`src/hw/rtl/cbf_pkg.sv`:
```
// Package for the chaptered byte FIFO: item kinds, status codes, queue entry type.
// Depends on nothing; used by every module of the block.
package cbf_pkg;

  typedef enum logic [2:0] {
    KIND_WRITE = 3'd0,
    KIND_END   = 3'd1,
    KIND_READ  = 3'd2,
    KIND_DROP  = 3'd3,
    KIND_CLEAR = 3'd4
  } kind_t;

  localparam logic [1:0] ST_OK    = 2'd0;
  localparam logic [1:0] ST_FULL  = 2'd1;
  localparam logic [1:0] ST_EMPTY = 2'd2;

  // Decoded item handed from front to back.
  typedef struct packed {
    logic       is_write;
    logic       is_end;
    logic       is_read;
    logic       is_drop;
    logic       is_clear;
    logic [7:0] wr_byte;
    logic [7:0] drop_count;
  } cmd_t;

endpackage

```
`src/hw/rtl/cbf_front.sv`:
```
// Front end: accepts items, decodes kind, holds a two-entry command queue.
// Depends on cbf_pkg.
module cbf_front (
  input  logic            clk,
  input  logic            rst_n,
  input  logic            in_push,
  output logic            in_full,
  input  logic [2:0]      in_kind,
  input  logic [7:0]      in_wr_byte,
  input  logic [7:0]      in_drop_count,
  output logic            cmd_valid,
  output cbf_pkg::cmd_t   cmd,
  input  logic            cmd_take
);

  cbf_pkg::cmd_t q_r [2];
  logic          rd_r, wr_r;
  logic [1:0]    cnt_r;
  cbf_pkg::cmd_t dec;
  logic          acc;

  always_comb begin
    dec = '0;
    dec.wr_byte    = in_wr_byte;
    dec.drop_count = in_drop_count;
    dec.is_write   = (in_kind == 3'(cbf_pkg::KIND_WRITE));
    dec.is_end     = (in_kind == 3'(cbf_pkg::KIND_END));
    dec.is_read    = (in_kind == 3'(cbf_pkg::KIND_READ));
    dec.is_drop    = (in_kind == 3'(cbf_pkg::KIND_DROP));
    dec.is_clear   = (in_kind == 3'(cbf_pkg::KIND_CLEAR));
  end

  assign in_full   = (cnt_r == 2'd2);
  assign acc       = in_push && !in_full;
  assign cmd_valid = (cnt_r != 2'd0);
  assign cmd       = q_r[rd_r];

  always_ff @(posedge clk) begin
    if (acc) q_r[wr_r] <= dec;
  end

  always_ff @(posedge clk) begin
    if (!rst_n) begin
      rd_r <= 1'b0; wr_r <= 1'b0; cnt_r <= 2'd0;
    end else begin
      if (acc) wr_r <= ~wr_r;
      if (cmd_take && cmd_valid) rd_r <= ~rd_r;
      cnt_r <= cnt_r + 2'(acc) - 2'(cmd_take && cmd_valid);
    end
  end

  a_take_valid: assert property (@(posedge clk) disable iff (!rst_n)
    cmd_take |-> cmd_valid) else $error("take without command");
  a_cnt_range: assert property (@(posedge clk) disable iff (!rst_n)
    cnt_r != 2'd3) else $error("queue count overflow");
  a_full_hold: assert property (@(posedge clk) disable iff (!rst_n)
    (in_full && !cmd_take) |=> in_full) else $error("full dropped");

endmodule

```
`config.mk`:
```
export PLATFORM = sky130hd
export DESIGN_NAME = cbf_front
export DESIGN_NICKNAME = d
export VERILOG_FILES = /design/src/hw/rtl/cbf_pkg.sv /design/src/hw/rtl/cbf_front.sv
export SDC_FILE = /design/constraint.sdc
export NUM_CORES = 1
export LEC_CHECK = 0
export BUFFER_PORTS_ARGS = -buffer_cell sky130_fd_sc_hd__buf_2
export CAP_MARGIN = 10
export CELL_PAD_IN_SITES_DETAIL_PLACEMENT = 0
export CELL_PAD_IN_SITES_GLOBAL_PLACEMENT = 1
export CORE_MARGIN = 5
export CORE_UTILIZATION = 40
export CTS_CLUSTER_SIZE = 8
export DETAILED_ROUTE_END_ITERATION = 8
export GPL_TIMING_DRIVEN = 0
export PLACE_DENSITY_LB_ADDON = 0.2
export SLEW_MARGIN = 0
export SYNTH_ARGS = -nofsm -noshare
export SYNTH_HDL_FRONTEND = slang
export SYNTH_SLANG_ARGS = --single-unit
```
`constraint.sdc`:
```
create_clock -name clk -period 5.9 [get_ports clk]
set_clock_uncertainty 0.15 [all_clocks]
set_input_delay 0.59 -clock clk [delete_from_list [all_inputs] [get_ports clk]]
set_output_delay 0.59 -clock clk [all_outputs]
set_load 0.1 [all_outputs]
```
# == Yosys cells after proc, flatten, opt, wreduce, memory -nomap -nowiden ==
# Memories as Yosys holds them, arrays and structs flattened. A register that Yosys moved wholly into a read port is not among the register bits.
# Cells that the tools add are included.
# op_classes
n_eq_ne,5
n_reduce_logical,5
bitwise_logic,2
mux,4
add_sub_neg,2
# ops
cell,n
"== test 3 x 2 -> 1 bit, second input constant",2
two-way mux 1 bit,4
"== test 3 x 1 -> 1 bit, second input constant",1
"== test 3 bit, second input constant",1
logical NOT 3 bit,1
adder 2 x 1 -> 2 bit,1
"== test 2 bit, second input constant",1
logical AND 1 bit,2
NOT 1 bit,2
nonzero test 2 bit,1
subtractor 2 x 1 -> 2 bit,1
logical NOT 1 bit,1
# word_totals
input_bits,23
regBits,4
output_inout_bits,23
mem_bits_rw,42
word_cells,22
n_memories,1
# mem_list
name,depth,word_bits,rd,rd_ports_with_merged_regs,write_ports,line,rtl
q_r,2,21,1,1,1,cbf_front.sv:16,cbf_pkg::cmd_t q_r [2];

# == Depth between registers and ports, before layout ==
# Gate-level depths: netlist of run 1.
# depth
word_depth,5
ltp_mapped,8
ltp_nobuf,8

# == Least setup slack after synthesis of run 1 ==
# Ideal clock, no wire load.
# synth_timing
path_type,input -> register
start,input in_push
end,memory q_r[0][0] (netlist name) (enable)
path_buffers,0
arrival_time_ns,1.585
stages,2
required_time_ns,5.351
setup_slack_ns,3.767
path_cell_list,nand2_1 > nor2_1
# synth_via
elab_chain_cells,3
# synth_lines
item,line,rtl
from (decl),cbf_front.sv:6,"input logic in_push,"
logical AND 1 bit,cbf_front.sv:34,assign acc = in_push && !in_full;
two-way mux 1 bit,cbf_front.sv:39,if (acc) q_r[wr_r] <= dec;
two-way mux 1 bit (not written as such),cbf_front.sv:39,
to (decl),cbf_front.sv:16,
# No other way between the ends.

==> results of run 1 <==
[layout by cell type (no fill, tap or decap), types with 2 or more instances in the layout]
| cell | netlist | layout |
|---|---|---|
| buf_2 | 0 | 45 |
| edfxtp_1 | 42 | 42 |
| mux2_4 | 20 | 20 |
| dfxtp_1 | 5 | 5 |
| clkbuf_8 | 0 | 5 |
| inv_1 | 3 | 3 |
| nor3b_1 | 3 | 3 |
| nor2_1 | 4 | 3 |
| nand2b_1 | 2 | 2 |
| buf_6 | 2 | 2 |
| nand2_1 | 2 | 2 |
| nor3_1 | 2 | 2 |
| and2_1 | 2 | 2 |
| ha_1 | 2 | 2 |
| bufinv_16 | 0 | 2 |
[per-layer routing]
layer / global-route usage / part of all wire / up-vias
met5: 0 / 0 / -
met4: 0.0577 / 0.023 / 0
met3: 0.0378 / 0.069 / 7
met2: 0.173 / 0.48 / 36
met1: 0.118 / 0.43 / 456
li1: - / - / 469
[worst reg2reg max path, delay by kind of cell (launching register included)]
family           cells  cell delay [ns]
DFF                  1             0.37
and+or+nand+nor      2             1.00
[cells by family (layout without fill, tap and decap cells)]
logic type      after synthesis  count (layout)
simple gates                 18              18
buf+inv                       5              59
xor+xnor                      2               2
flops                        47              47
fa+ha+maj                     2               2
mux                          22              22
compound gates                1               1
[through the flow]
stage | hold slack [ns] | setup WS, ns | instances
finish | 0.325 | 3.65 | 203
floorplan | 0.305 | 3.77 | 97
global placement | 0.315 | 3.11 | 194
detailed placement | 0.352 | 3.82 | 195
global route | 0.309 | 3.59 | 203
CTS | 0.313 | 3.62 | 203
[cell type report]
cell class	count	area, um^2
well taps	52	65.1
inverters	3	11.3
multi-input cells	45	477
plain buffers	2	22.5
flip-flops and latches	47	1360
clock inverters	3	67.6
fillers	387	2130
repair buffers	46	240
clock buffers	5	68.8
[sequential cells by signal (all words and copies together) (netlist names), named ones only]
signal  cells
cnt_r       2
rd_r        1
wr_r        1
q_r        42
[worst max-delay path by stage]
stage / startpoint / endpoint
floorplan: in_push / q_r[0][0]
finish: register / cmd[12]
detailed placement: in_push / q_r[1][2]
CTS: register / cmd[12]
global placement: in_push / q_r[0][8]
global route: register / cmd[14]
==> results by group, run 1 <==
Timing
  – Crit share post-route: 0.381
  – Final-report hold violation count: 0
  – Final-report setup violation count: 0
  – RSZ-0062 raised after global routing: no
  – Slew Viols, Final: 0
  – Max-slew headroom: 0.335
  – F_max: roughly 450 MHz
  – Slew @ Worst Pin: about 1 ns
  – Total Neg Setup Slack: 0 ns
  – Post-route minimum period: 2.25 ns

Placed design
  – PortBufs: 45
  – Dpl hpwl: 2140 um
  – Post-DP Area: around 2200 um^2
  – Gpl congestion: between 0.6 and 0.7

Setup path
  – Worst Path Required: ~5.2 ns
  – CP Max Fanout: 10
  – Slowest Stage Delay on Critical Path: approximately 0.39 ns
  – Setup slack, reg-to-reg: between 3 and 4 ns
  – CP top delay family: buffers and inverters
  – Critical Path, Cell by Cell: buf_6, mux2_4, buf_2
  – WP buf/inv: 2
  – Startpoint types: register
  – CP Data Arrival Time: 1.51 ns
  – RR Endpoint: q_r[1][7]
  – R2R Path Start: cnt_r[0]
  – WS Path Type: register to output port
  – CP endpoint kind: output port
  – Stages on worst setup path: 3
  – Reg2reg path depth: 2
  – Slowest CP cell: dfxtp_1

Layout
  – Layout cells sized above 1: 0.530
  – Layout Utilization: 0.521
  – Area grow syn2layout: 23.8%
  – Design Area, Final: around 2300 um^2
  – Final Net Count: between 150 and 200
  – N_diodes: 0

Yosys
  – Yosys warning count: 0
  – Count leader, synth: edfxtp_1
  – Register area share after synthesis: 0.728
  – Synth unique cells: 20
  – Syn Inst Count: slightly below 100
  – Multiplexer share of the synthesized area: 0.172
  – Post-synth top area share: 0.675
  – Synth Area in Simple Gates: 0.0542
  – Syn nets: around 120
  – Largest family of logic cells by synthesized area: multiplexers
  – Number of flops mapped to enable cells by yosys: between 40 and 50
  – Async set or reset register ratio after synthesis: 0
  – Area share of fa/ha/maj cells after synthesis: 0.0134
  – Xor and xnor area share after synthesis: 0.00937
  – Top FF cell, synth: edfxtp_1
  – Top post-synthesis cells by area: edfxtp_1 (67%), mux2_4 (16%), dfxtp_1 (5.4%)
  – Flops & latches, synth: 47
  – Post-Syn Area per Cell: about 19 um^2
  – Area leader, netlist: edfxtp_1
  – Area of the mapped netlist: 1870 um^2
  – Post-synthesis compound-gate area fraction: 0.00469
  – Commonest cells post-synth: edfxtp_1 (42), mux2_4 (20), dfxtp_1 (5), nor2_1 (4)

Run status
  – Outcome: finished, final reports clean

Floorplan
  – DIE WIDTH: about 78 um
  – Die footprint: between 6000 and 7000 um^2
  – I/O pin cnt: 46
  – # rows: 24
  – Initial core utilization: 0.421
  – Core area: between 4000 and 5000 um^2
  – Chip height: 78.4 um

Clocking
  – CTS Buffer Depth: 2
  – H-tree Lvls: 2
  – Clock Sink Count: 47
  – CTS Buf Count: 5
  – Clock-pin slew on the worst setup and hold paths: 0.08 ns
  – CTS tree: done
  – Clock root buffer: clkbuf_8
  – Gates resized, CTS repair: 0
  – Setup Fix Bufs, Post-CTS: 0
  – Worst skew pair latency: 0.29 ns
  – Post-CTS Hold Buffers: 0

Drt
  – Drt wl/cell: 14.8 um
  – DRC viols: 0
  – DR pass1 iterations: 4
  – Routed vias: 968
  – Final WL: between 3000 and 4000 um
  – Vias per cell: approximately 4.8
  – Final ANT Viol Nets: 0
  – DRT iter0 DRCs: 45

GRT
  – Initial antenna violation count: 0
  – GRT overflow: 0
  – Global-route wire length before repair: 4770 um
  – Largest net degree at the start of global routing: 22
  – GRT Overall Usage: 0.105
  – Vias in the first global route: between 1000 and 1500

Worst hold path
  – Hold endpoint: q_r[0][11]
  – Worst Hold Class: input pin to register
  – Worst hold start: in_wr_byte[3]
  – Hold path depth: 1

Run
  – Max-Cap Viols: 0
Power of run 1 is left out: the tool's default activity adds up to more than one toggle a clock period on the data nets, which glitch-free logic cannot reach.
==> run 2: changes to the inputs <==
--- a/config.mk
+++ b/config.mk
@@ -5,12 +5,13 @@
 export SDC_FILE = /design/constraint.sdc
 export NUM_CORES = 1
 export LEC_CHECK = 0
+export ABC_AREA = 1
 export BUFFER_PORTS_ARGS = -buffer_cell sky130_fd_sc_hd__buf_2
 export CAP_MARGIN = 10
 export CELL_PAD_IN_SITES_DETAIL_PLACEMENT = 0
 export CELL_PAD_IN_SITES_GLOBAL_PLACEMENT = 1
 export CORE_MARGIN = 5
-export CORE_UTILIZATION = 40
+export CORE_UTILIZATION = 39
 export CTS_CLUSTER_SIZE = 8
 export DETAILED_ROUTE_END_ITERATION = 8
 export GPL_TIMING_DRIVEN = 0
==> constraint.sdc (replaced) <==
create_clock -name clk -period 1.8 [get_ports clk]
set_clock_uncertainty 0.15 [all_clocks]
set_input_delay 0.18 -clock clk [delete_from_list [all_inputs] [get_ports clk]]
set_output_delay 0.18 -clock clk [all_outputs]
set_load 0.1 [all_outputs]
==> run 2 against run 1 <==
Global-route usage grew 0.58 points. First-iteration DRC count grew 29%. Clock-buffer cell count grew 1. Cell count grew 15%. Setup slack lost 3.6 ns. Synthesized cell count grew 13%.
==> results by group, run 2 <==
Setup path
  – Reg2reg path depth: 11
  – CP endpoint kind: output port
  – CP Data Arrival Time: roughly 1.4 ns
  – Slowest CP cell: dfxtp_2
  – Worst Path Required: approximately 1.5 ns
  – Setup slack, reg-to-reg: between 0.1 and 0.15 ns
  – Critical Path, Cell by Cell: buf_6, mux2_4, buf_4
  – Slowest Stage Delay on Critical Path: ~0.37 ns
  – WS Path Type: register to output port
  – Startpoint types: register
  – CP Max Fanout: 10

GRT
  – M1 GR Usage: 0.124
  – GRT Overall Usage: 0.111
  – Largest net degree at the start of global routing: 22
  – Met3 Track Usage GR: 0.0327
  – GR peak layer: met2
  – GR Util met2: 0.190
  – Initial antenna violation count: 0
  – Global-route wire length before repair: 5130 um
  – Vias in the first global route: ~1100
  – GRT overflow: 0

Floorplan
  – # rows: 25
  – DIE WIDTH: 79.4 um
  – I/O pin cnt: 46
  – Chip height: 79.4 um
  – Core area: 4690 um^2
  – Initial core utilization: 0.400
  – Die footprint: 6300 um^2

Power and ir drop
  – LEAKAGE: 1.04 nW
  – Cell Pwr Density: 1760 nW/um^2
  – Max IR drop VDD: about 0.0011 V

Yosys
  – Area share of fa/ha/maj cells after synthesis: 0.0133
  – Number of flops mapped to enable cells by yosys: 42
  – Async set or reset register ratio after synthesis: 0
  – Multiplexer share of the synthesized area: 0.166
  – Synth unique cells: 13
  – Post-synthesis compound-gate area fraction: 0.00533
  – Post-Syn Area per Cell: approximately 17 um^2
  – Count leader, synth: edfxtp_1
  – Area of the mapped netlist: around 1900 um^2
  – Flops & latches, synth: 47
  – Xor and xnor area share after synthesis: 0
  – Area leader, netlist: edfxtp_1
  – Top post-synthesis cells by area: edfxtp_1 (67%), mux2_4 (16%), dfxtp_1 (5.3%)
  – Post-synth top area share: 0.672
  – Largest family of logic cells by synthesized area: multiplexers
  – Syn nets: about 140
  – Register area share after synthesis: 0.725
  – Yosys warning count: 0
  – Top FF cell, synth: edfxtp_1
  – Commonest cells post-synth: edfxtp_1 (42), mux2_4 (20), inv_1 (11), nand2_1 (9), nor2_1 (8)
  – Synth Area in Simple Gates: 0.0566
  – Syn Inst Count: 110

Timing
  – RSZ-0062 raised after global routing: no
  – Max-slew headroom: 0.581
  – Slew Viols, Final: 0
  – Total Neg Setup Slack: 0 ns
  – Post-route minimum period: 1.73 ns
  – Slew @ Worst Pin: 0.627 ns
  – Crit share post-route: 0.961
  – Final-report setup violation count: 0
  – Final-report hold violation count: 0
  – F_max: about 580 MHz

Run
  – Max-Cap Viols: 0

Layout
  – Area grow syn2layout: 34.9%
  – Biggest register: q_r
  – N_diodes: 0
  – Layout cells sized above 1: 0.456
  – Commonest non-fill, non-tap cell in the layout: edfxtp_1
  – Post-Layout Cell Count: around 230
  – Design Area, Final: around 2500 um^2
  – Max FFs per register: between 40 and 50
  – Top Registers: q_r: 42 flops, cnt_r: 2 flops
  – Final Net Count: between 200 and 250
  – Commonest non-fill, non-tap cells in the layout: edfxtp_1 (42), buf_2 (25), mux2_4 (20), buf_4 (20), dlygate4sd3_1 (17)

Worst hold path
  – Hold path depth: 3
  – Worst Hold Class: input pin to register

Run status
  – Outcome: finished, final reports clean

Drt
  – Final WL: approximately 3200 um
  – DRC viols: 0
  – DR pass1 iterations: 3
  – Final ANT Viol Nets: 0
  – Drt wl/cell: about 14 um
  – Routed vias: ~1100
  – Vias per cell: 4.56
  – DRT iter0 DRCs: slightly below 60

Clocking
  – Clock root buffer: clkbuf_8
  – Clock-pin slew on the worst setup and hold paths: around 0.080 ns
  – CTS Buffer Depth: 2
  – CTS Buf Count: 5
  – H-tree Lvls: 2
  – Worst skew pair latency: between 0.2 and 0.3 ns
  – CTS tree: done
  – Clock Sink Count: 47

Placed design
  – PortBufs: between 40 and 50
  – Gpl congestion: 0.644
  – Dpl hpwl: roughly 2200 um
  – DP Cell Count: between 200 and 250
  – Post-DP Area: between 2000 and 2500 um^2
[run 2: cell count changes after synthesis, sizes merged, moves of 2 or more]
cell,previous run,this run
a21oi,0,2
and2,2,0
inv,3,11
nand2,2,9
nand2b,2,0
nand3,0,3
nor2,4,8
nor3,2,4
nor3b,3,1
[run 2: per-stage QoR]
stage,power (W),util,hold slack [ns],worst slack [ns]
3_5_place_dp,0.00358,0.463,0.222,-0.268
6_report,0.00446,0.540,0.0328,0.0706
5_1_grt,0.00463,0.540,0.0691,0.00923
2_1_floorplan,0.00330,-,0.123,0.129
3_3_place_gp,0.00355,0.463,0.219,-0.211
4_1_cts,0.00448,0.537,0.0156,0.00486
[run 2: timing repair]
item / CTS / global route
hold buffers: 17 / 0
gates resized for setup: 22 / 5
hold endpoints to repair: 35 / 0
setup endpoints to repair: 62 / 26
setup buffers: 0 / 0
[run 2: final timing paths]
| kind | endpoint | from |
|---|---|---|
| worst max-delay path | cmd[7] | register |
| worst min-delay path | wr_r | in_push |
| worst max register to register | cnt_r[1] | cnt_r[0] |
| worst min register to register | register | rd_r |
[run 2: critical path, delay by kind of cell (launching register included)]
kind,cells,cell delay [ns]
buf+inv,2,0.42
flops,1,0.37
mux,1,0.31
[run 2: report_power, final]
group	internal (W)	leakage [nW]	switching, W	total, W
Sequential	0.00139	0.437	0.0000678	0.00146
Combinational	0.000567	0.546	0.00165	0.00222
Clock	0.000449	0.0612	0.000327	0.000776
[run 2: logic make-up after synthesis]
group           after synthesis
buf+inv                      13
flops                        47
compound gates                2
mux                          21
simple gates                 25
fa+ha+maj                     2
[run 2: metal layers]
layer / vias up / part of all wire
li1: 533 / -
met1: 495 / 0.42
met2: 31 / 0.50
met3: 7 / 0.062
met4: 0 / 0.020
met5: - / 0
[run 2: layout make-up]
cell class | count | area, um^2
sequential | 47 | 1360
clock buffer | 6 | 82.6
timing repair buffer | 62 | 445
inverter | 11 | 45.0
fill | 416 | 2160
clock inverter | 2 | 35.0
multi-input combinational | 50 | 469
tap | 54 | 67.6
buffer | 2 | 26.3
(Power assumes the default switching activity.)
==> run 3: changes to the inputs <==
--- a/config.mk
+++ b/config.mk
@@ -5,7 +5,6 @@
 export SDC_FILE = /design/constraint.sdc
 export NUM_CORES = 1
 export LEC_CHECK = 0
-export ABC_AREA = 1
 export BUFFER_PORTS_ARGS = -buffer_cell sky130_fd_sc_hd__buf_2
 export CAP_MARGIN = 10
 export CELL_PAD_IN_SITES_DETAIL_PLACEMENT = 0
==> run 3 against run 2 <==
Die area fell by 0.42%. Setup slack lost 0.014 ns. Non-clock buffer count increased by 1. First-iteration DRC count is 16% lower. Register-to-register slack worse by 0.02 ns. Cell count down 5.1%. Cell area decreased by 0.49%. Core utilization fell by 0.27 points. Maximum frequency is 0.79% lower. Critical path depth is the same. Hold slack improved by 0.040 ns. Global-route usage shrank 0.17 points.
==> results by group, run 3 (synthesized netlist as in run 1, its figures left out) <==
Layout
  – Commonest non-fill, non-tap cell in the layout: edfxtp_1
  – Layout Utilization: 0.537
  – Area grow syn2layout: 34.9%
  – Final Net Count: 192
  – Commonest non-fill, non-tap cells in the layout: edfxtp_1 (42), buf_2 (28), mux2_4 (20)
  – Layout cells sized above 1: 0.512
  – Filler cells: approximately 410
  – Top Registers: q_r: 42 flops, cnt_r: 2 flops
  – Biggest register: q_r
  – N_diodes: 0
  – Max FFs per register: 42

Floorplan
  – Initial core utilization: 0.398
  – # rows: 25
  – Core area: 4690 um^2
  – Die footprint: 6280 um^2
  – Chip height: a little under 80 um
  – I/O pin cnt: 46
  – DIE WIDTH: 79.2 um

Setup path
  – Setup slack, reg-to-reg: ~0.10 ns
  – Worst Path Required: 1.47 ns
  – R2R Path Start: cnt_r[1]
  – CP endpoint kind: output port
  – Startpoint types: register
  – WS Path Type: register to output port
  – RR Endpoint: cnt_r[1]
  – Reg2reg path depth: 7
  – CP Data Arrival Time: 1.41 ns
  – Critical Path Sink: cmd[2]
  – CP Max Fanout: 10

Worst hold path
  – Worst hold start: in_push
  – Worst Hold Class: input pin to register
  – Hold path depth: 3

Drt
  – Drt wl/cell: 14.7 um
  – Final ANT Viol Nets: 0
  – Vias per cell: 4.64
  – DRT iter0 DRCs: 49
  – DR pass1 iterations: 4
  – Final WL: 3270 um
  – Routed vias: between 1000 and 1500
  – DRC viols: 0

Timing
  – Slew @ Worst Pin: ~0.63 ns
  – Final-report hold violation count: 0
  – Total Neg Setup Slack: 0 ns
  – RSZ-0062 raised after global routing: yes
  – Slew Viols, Final: 0
  – Crit share post-route: 0.968
  – Setup slack after layout: about 0.057 ns
  – Worst hold slack: roughly 0.073 ns
  – F_max: about 570 MHz
  – Post-route minimum period: between 1.5 and 2 ns
  – Max-slew headroom: 0.581
  – Final-report setup violation count: 0

Clocking
  – Worst skew pair latency: approximately 0.29 ns
  – H-tree Lvls: 2
  – CTS Buffer Depth: 2
  – Clock root buffer: clkbuf_8
  – Clock-pin slew on the worst setup and hold paths: around 0.080 ns
  – Clock Sink Count: 47
  – CTS tree: done
  – Setup Fix Bufs, Post-CTS: 0
  – CTS Buf Count: 5

GRT
  – GRT overflow: 0
  – Global-route wire length before repair: 5030 um
  – Vias in the first global route: between 1000 and 1500
  – Initial antenna violation count: 0
  – GRT Overall Usage: 0.109
  – Largest net degree at the start of global routing: 22

Placed design
  – PortBufs: between 40 and 50
  – Dpl ws: -0.294 ns
  – Gpl congestion: approximately 0.68
  – Dpl hpwl: 2090 um

Run
  – Max-Cap Viols: 0

Run status
  – Outcome: finished, final reports clean
[run 3: cell count changes in the layout (fill, tap and decap cells not counted), moves of 3 or more]
cell / change
nor2_1: -4
buf_2: +3
inv_1: -7
nand3_1: -3
nor3_1: -3
buf_4: -4
nand2_1: -6
[run 3: final cells by class]
| cell class | count | area [um^2] | area share |
|---|---|---|---|
| clock inverter | 2 | 12.5 | 0.00496 |
| inverter | 3 | 11.3 | 0.00447 |
| sequential | 47 | 1370 | 0.542 |
| clock buffer | 6 | 72.6 | 0.0288 |
| timing repair buffer | 63 | 445 | 0.177 |
| tap | 54 | 67.6 | 0.0268 |
| multi-input combinational | 45 | 522 | 0.207 |
| buffer | 2 | 22.5 | 0.00893 |
[run 3: how the worst min path moves through the flow]
stage | end | slack [ns]
after floorplan | q_r[0][0] | 0.13
after global placement | q_r[0][7] | 0.22
after detailed placement | q_r[0][2] | 0.22
after CTS | q_r[1][20] | 0.06
after global routing | wr_r | 0.07
final | wr_r | 0.07
[run 3: what timing repair did]
item                                   CTS  global route
pin swaps                                0             2
hold buffers                            17             0
gates cloned                             1             0
endpoints found under the hold margin   33             0
gates resized for setup                 21             9
setup endpoints to repair               63             6
[run 3: routing by layer]
layer / global-route usage / vias to the layer above / share of wire
li1: - / 506 / -
met1: 0.126 / 488 / 0.44
met2: 0.184 / 31 / 0.49
met3: 0.0420 / 4 / 0.062
met4: 0.0361 / 0 / 0.0079
met5: 0 / - / 0
[run 3: stage by stage]
step | instance area (um^2) | instances
after floorplan | 1870 | 97
after global placement | 2160 | 196
after detailed placement | 2160 | 196
after CTS | 2480 | 222
after global routing | 2520 | 222
final | 2520 | 222
[run 3: worst max-delay path, stage by stage, from the launching register on]
cell and delay [ns]:
dfxtp_2 0.38, buf_6 0.20, mux2_4 0.31, buf_4 0.23
Power of run 3 is left out for the same reason.
